==> src/sv/aik_isqrt.sv <==
// aik_isqrt: pipelined integer square root, two result bits per stage.
// Depends on nothing; carries a side payload alongside the root.
`timescale 1ns / 1ps
`default_nettype none
module aik_isqrt #(
    parameter int IN_W = 44,
    parameter int SIDE_W = 8
) (
    input  wire logic              aclk,
    input  wire logic              aresetn,
    input  wire logic              en,
    input  wire logic [IN_W-1:0]   in_val,
    input  wire logic [SIDE_W-1:0] in_side,
    output logic [IN_W/2-1:0]      root,
    output logic [IN_W-1:0]        rem,
    output logic [SIDE_W-1:0]      out_side
);
    localparam int RW = IN_W / 2;
    localparam int NST = (RW + 1) / 2;

    logic [IN_W-1:0]   v_reg    [0:NST];
    logic [IN_W-1:0]   q_reg    [0:NST];
    logic [IN_W+1:0]   r_reg    [0:NST];
    logic [SIDE_W-1:0] s_reg    [0:NST];

    always_comb begin
        v_reg[0] = in_val;
        q_reg[0] = '0;
        r_reg[0] = '0;
        s_reg[0] = in_side;
    end

    for (genvar g = 0; g < NST; g++) begin : g_st
        logic [IN_W-1:0] q_next;
        logic [IN_W+1:0] r_next;
        always_comb begin
            logic [IN_W+1:0] r;
            logic [IN_W-1:0] q;
            logic [IN_W+1:0] t;
            r = r_reg[g];
            q = q_reg[g];
            for (int k = 0; k < 2; k++) begin
                if (2 * g + k < RW) begin
                    r = {r[IN_W-1:0], v_reg[g][IN_W-1-2*(2*g+k) -: 2]};
                    t = {q, 2'b01};
                    if (r >= t) begin
                        r = r - t;
                        q = {q[IN_W-2:0], 1'b1};
                    end else begin
                        q = {q[IN_W-2:0], 1'b0};
                    end
                end
            end
            q_next = q;
            r_next = r;
        end
        always_ff @(posedge aclk) begin
            if (!aresetn) begin
                s_reg[g+1] <= '0;
            end else if (en) begin
                s_reg[g+1] <= s_reg[g];
            end
            if (en) begin
                v_reg[g+1] <= v_reg[g];
                q_reg[g+1] <= q_next;
                r_reg[g+1] <= r_next;
            end
        end
    end

    assign root = q_reg[NST][RW-1:0];
    assign rem = r_reg[NST][IN_W-1:0];
    assign out_side = s_reg[NST];
endmodule
`default_nettype wire

==> config.mk <==
export PLATFORM = sky130hd
export DESIGN_NAME = aik_isqrt
export DESIGN_NICKNAME = d
export VERILOG_FILES = /design/src/sv/aik_isqrt.sv
export SDC_FILE = /design/constraint.sdc
export NUM_CORES = 2
export LEC_CHECK = 0
export BUFFER_PORTS_ARGS = -buffer_cell sky130_fd_sc_hd__buf_2
export CELL_PAD_IN_SITES_DETAIL_PLACEMENT = 1
export CELL_PAD_IN_SITES_GLOBAL_PLACEMENT = 1
export CORE_ASPECT_RATIO = 0.75
export CORE_MARGIN = 4
export CORE_UTILIZATION = 55
export DETAILED_ROUTE_END_ITERATION = 8
export PLACE_DENSITY = 0.89
export SLEW_MARGIN = 20
export SYNTH_ARGS = -nofsm -noshare
export SYNTH_HDL_FRONTEND = slang
export SYNTH_SLANG_ARGS = --single-unit
==> constraint.sdc <==
create_clock -name aclk -period 11.05 [get_ports aclk]
set_input_delay 1.6575 -clock aclk [delete_from_list [all_inputs] [get_ports aclk]]
set_output_delay 1.6575 -clock aclk [all_outputs]
set_load 0.005 [all_outputs]
==> flow_summary.toml <==
[clock_network]
root_buffer = "clkbuf_16"
max-clock-path-buffers = 3
cts_resized = 0
cts.sinks = 891
htreeDepth = 3
cts_inserted_buffers = 93
cts_tree = "done"
postCtsSetupBuffers = 0
clk_pin_slew_ps = 70
clkLatencyLatePin_ps = 720
postCtsHoldBufs = 0

[floorplan]
core_um2 = 106000
dieArea_um2 = 113000
start_util = 0.558
die_height_um = 292
num_rows = 103
die_w_um = 386
io_pins = 129

[setup_path]
r2r-start = "r_reg[192]$_DFFE_PP_"
cp_slowest_cell = "clkinv_1"
r2r_slack_ps = 2730
worst_path_most_repeated_cell = "nand2_1"
crit_cells = 22
r2r_end = "r_reg[176]$_DFFE_PP_"
cpPeakStageDelay_ps = 840
path_max_fanout = 30
r2r_cells = 22
cp.arrival_ps = 8770
crit_path_start_kind = "register"
endpoint_kind = "register"
cp_top_family = "simple AND/OR/NAND/NOR gates"
required_ps = 11500
timing.critical_path.from = "r_reg[192]$_DFFE_PP_"
cp_num_buf_inv = 3
critical_path_class = "register to register"
crit_chain = "ha_1 > nand4_1 > nor4_1 > o31ai_1 > nand2_1 > buf_4 > clkinv_1 > nand2_1 > nand2_1 > ha_1 > a21oi_1 > o21ai_0 > a31oi_1 > o21bai_1 > a221o_1 > a21o_1 > or3b_1 > nor4_1 > o31ai_4 > buf_4 > and4b_1 > xor2_1"

[pwr]
ir_worst_vdd_mv = 0.134
p_leak_nw = 23.9
cellPowerDensity_nw_per_um2 = 203

[route]
ant_nets = 0
wl_per_cell_um = 25.6
vias = 50100
viasPerCell = 6.63
dr.pass1.iters = 6
drtIter0Drc = 5689
drt-total-wl_mm = 194
drc = 0

[sta]
fin_crit_sh = 0.753
setup_viol = 0
rsz0062_at_grt = "false"
fin_skew_ps = 41.9
setup_ws_ps = 2730
drv_slew = 0
relSlewSlack = 0.0690
fmax_mhz = 120
hold_viol_final = 0
fin_crit_ps = 8320
tightest_slew_ps = 1400
setup_tns_ps = 0

[global_routing]
antenna_found_initial = 6
grt_pass1_vias = 50400
grtUsageTotal = 0.335
overflow = 0
grt_start_max_net_pins = 189
grt_pass1_wl_mm = 299

[placed_design]
post-dp-hpwl_mm = 145
gp_congestion = 0.943
pre_cts_ws_ps = 3060
io_buffers = 128

[final_layout]
nNetsFinal = 6393
largest_reg_flops = 407
areaGrowthSynthToFinish_pct = 8.24
drive_above_1_share = 0.0737

[logic_synthesis]
ys.flop_type = "edfxtp_1"
ys_async_sr_fraction = 0
synth_xor_area_frac = 0.0983
synthSimpleGateAreaFrac = 0.203
postSynthAreaPerCell_um2 = 9.78
synth_cell_type_count = 104
synth_seq_cells = 891
ys_seq_area_frac = 0.439
synth_top_family_by_area = "simple AND/OR/NAND/NOR gates"
yosys.area_share.adder = 0.0583
synth_compound_area_frac = 0.139
synth_mux_area_frac = 0.0257
postSynthCellCount = 6035
synth_area_um2 = 59000
synth-edff-count = 803
yosys_warnings = 0

[hold_path]
hp-start = "v_reg[179]$_DFFE_PP_"
hold_path_end = "v_reg[135]$_DFFE_PP_"
hold_path_class = "register to register"
hold_depth = 0

[run]
drv_cap = 0

[outcome]
status = "complete, no violations"
cell families (layout without fill, tap and decap cells):
family,after synthesis,in the layout
mux,146,146
other cells,1,5
compound gates,1241,1241
xor+xnor,661,661
fa+ha+maj,275,275
simple gates,2312,2312
flops,891,891
buf+inv,508,608
through the flow:
stage               instance area (µm²)   util  hold slack (ps)  instances  power, W
CTS                               63800  0.603              411       7554    0.0128
floorplan                         59000      -              400       6037   0.00801
global placement                  60700  0.573              401       7385   0.00925
global route                      63900  0.603              414       7554    0.0135
finish                            63900  0.604              410       7556    0.0129
detailed placement                60700  0.573              405       7385   0.00948
how the worst max path moves through the flow:
stage | slack [ps] | end
finish | 2730 | r_reg[176]$_DFFE_PP_
global route | 2400 | r_reg[176]$_DFFE_PP_
CTS | 2960 | r_reg[176]$_DFFE_PP_
detailed placement | 3060 | r_reg[176]$_DFFE_PP_
global placement | 3450 | r_reg[176]$_DFFE_PP_
floorplan | 4740 | r_reg[171]$_DFFE_PP_
report_power, final:
group / total [W] / internal, W / switching, W
clock network: 0.00330 / 0.00182 / 0.00148
registers: 0.00482 / 0.00431 / 0.000505
logic: 0.00482 / 0.00179 / 0.00303
placed cells by master, fill, tap and decap left out, types with 23 or more instances in the layout:
cell / instances
nor2b_1: 133
o21a_1: 43
o31a_1: 30
xor2_1: 261
xnor2_1: 399
nor3_1: 211
nor2_1: 541
nand4_1: 109
a211oi_1: 43
and4_1: 29
or3_1: 88
edfxtp_1: 803
clkbuf_16: 98
dfxtp_1: 88
nand3b_1: 30
a21oi_1: 344
inv_1: 261
nor4_1: 115
and2_1: 61
and3_1: 77
a21o_1: 140
ha_1: 275
mux2i_1: 103
nor4b_1: 26
o21bai_1: 31
o31ai_1: 63
or4_1: 59
nor3b_1: 23
nand2_1: 440
nand2b_1: 62
a31oi_1: 55
o211ai_1: 45
mux2_2: 39
or2_2: 46
buf_2: 126
nand3_1: 194
o21ai_0: 220
buf_4: 38
cell type report:
class	count	area, µm²
inverter	270	1020
sequential	891	25900
clock inverter	54	568
timing repair buffer	169	1010
tap	1417	1770
fill	11700	42000
multi-input combinational	4638	31000
clock buffer	115	2580
antenna	2	5.00
synthesized netlist by cell type (88+ instances only):
master	n	area, µm²
nand4_1	109	682
nor4_1	117	732
ha_1	275	3440
xnor2_1	399	3490
or3_1	88	551
inv_1	261	980
o21ai_0	220	1100
a21o_1	140	1050
nand3_1	194	971
nor2_1	541	2030
nand2_1	440	1650
a21oi_1	344	1720
xor2_1	261	2290
mux2i_1	103	1030
nor2b_1	133	832
edfxtp_1	803	24100
dfxtp_1	88	1760
nor3_1	211	1060
clkbuf_1	156	586
layer usage:
layer,up-vias,GRT usage,part of all wire
met2,2289,0.519,0.45
li1,22400,-,-
met4,4,0.0880,0.027
met1,25000,0.485,0.44
met3,382,0.0638,0.090
met5,-,0,0.00013
No activity file was read; power rests on OpenSTA's default activity.
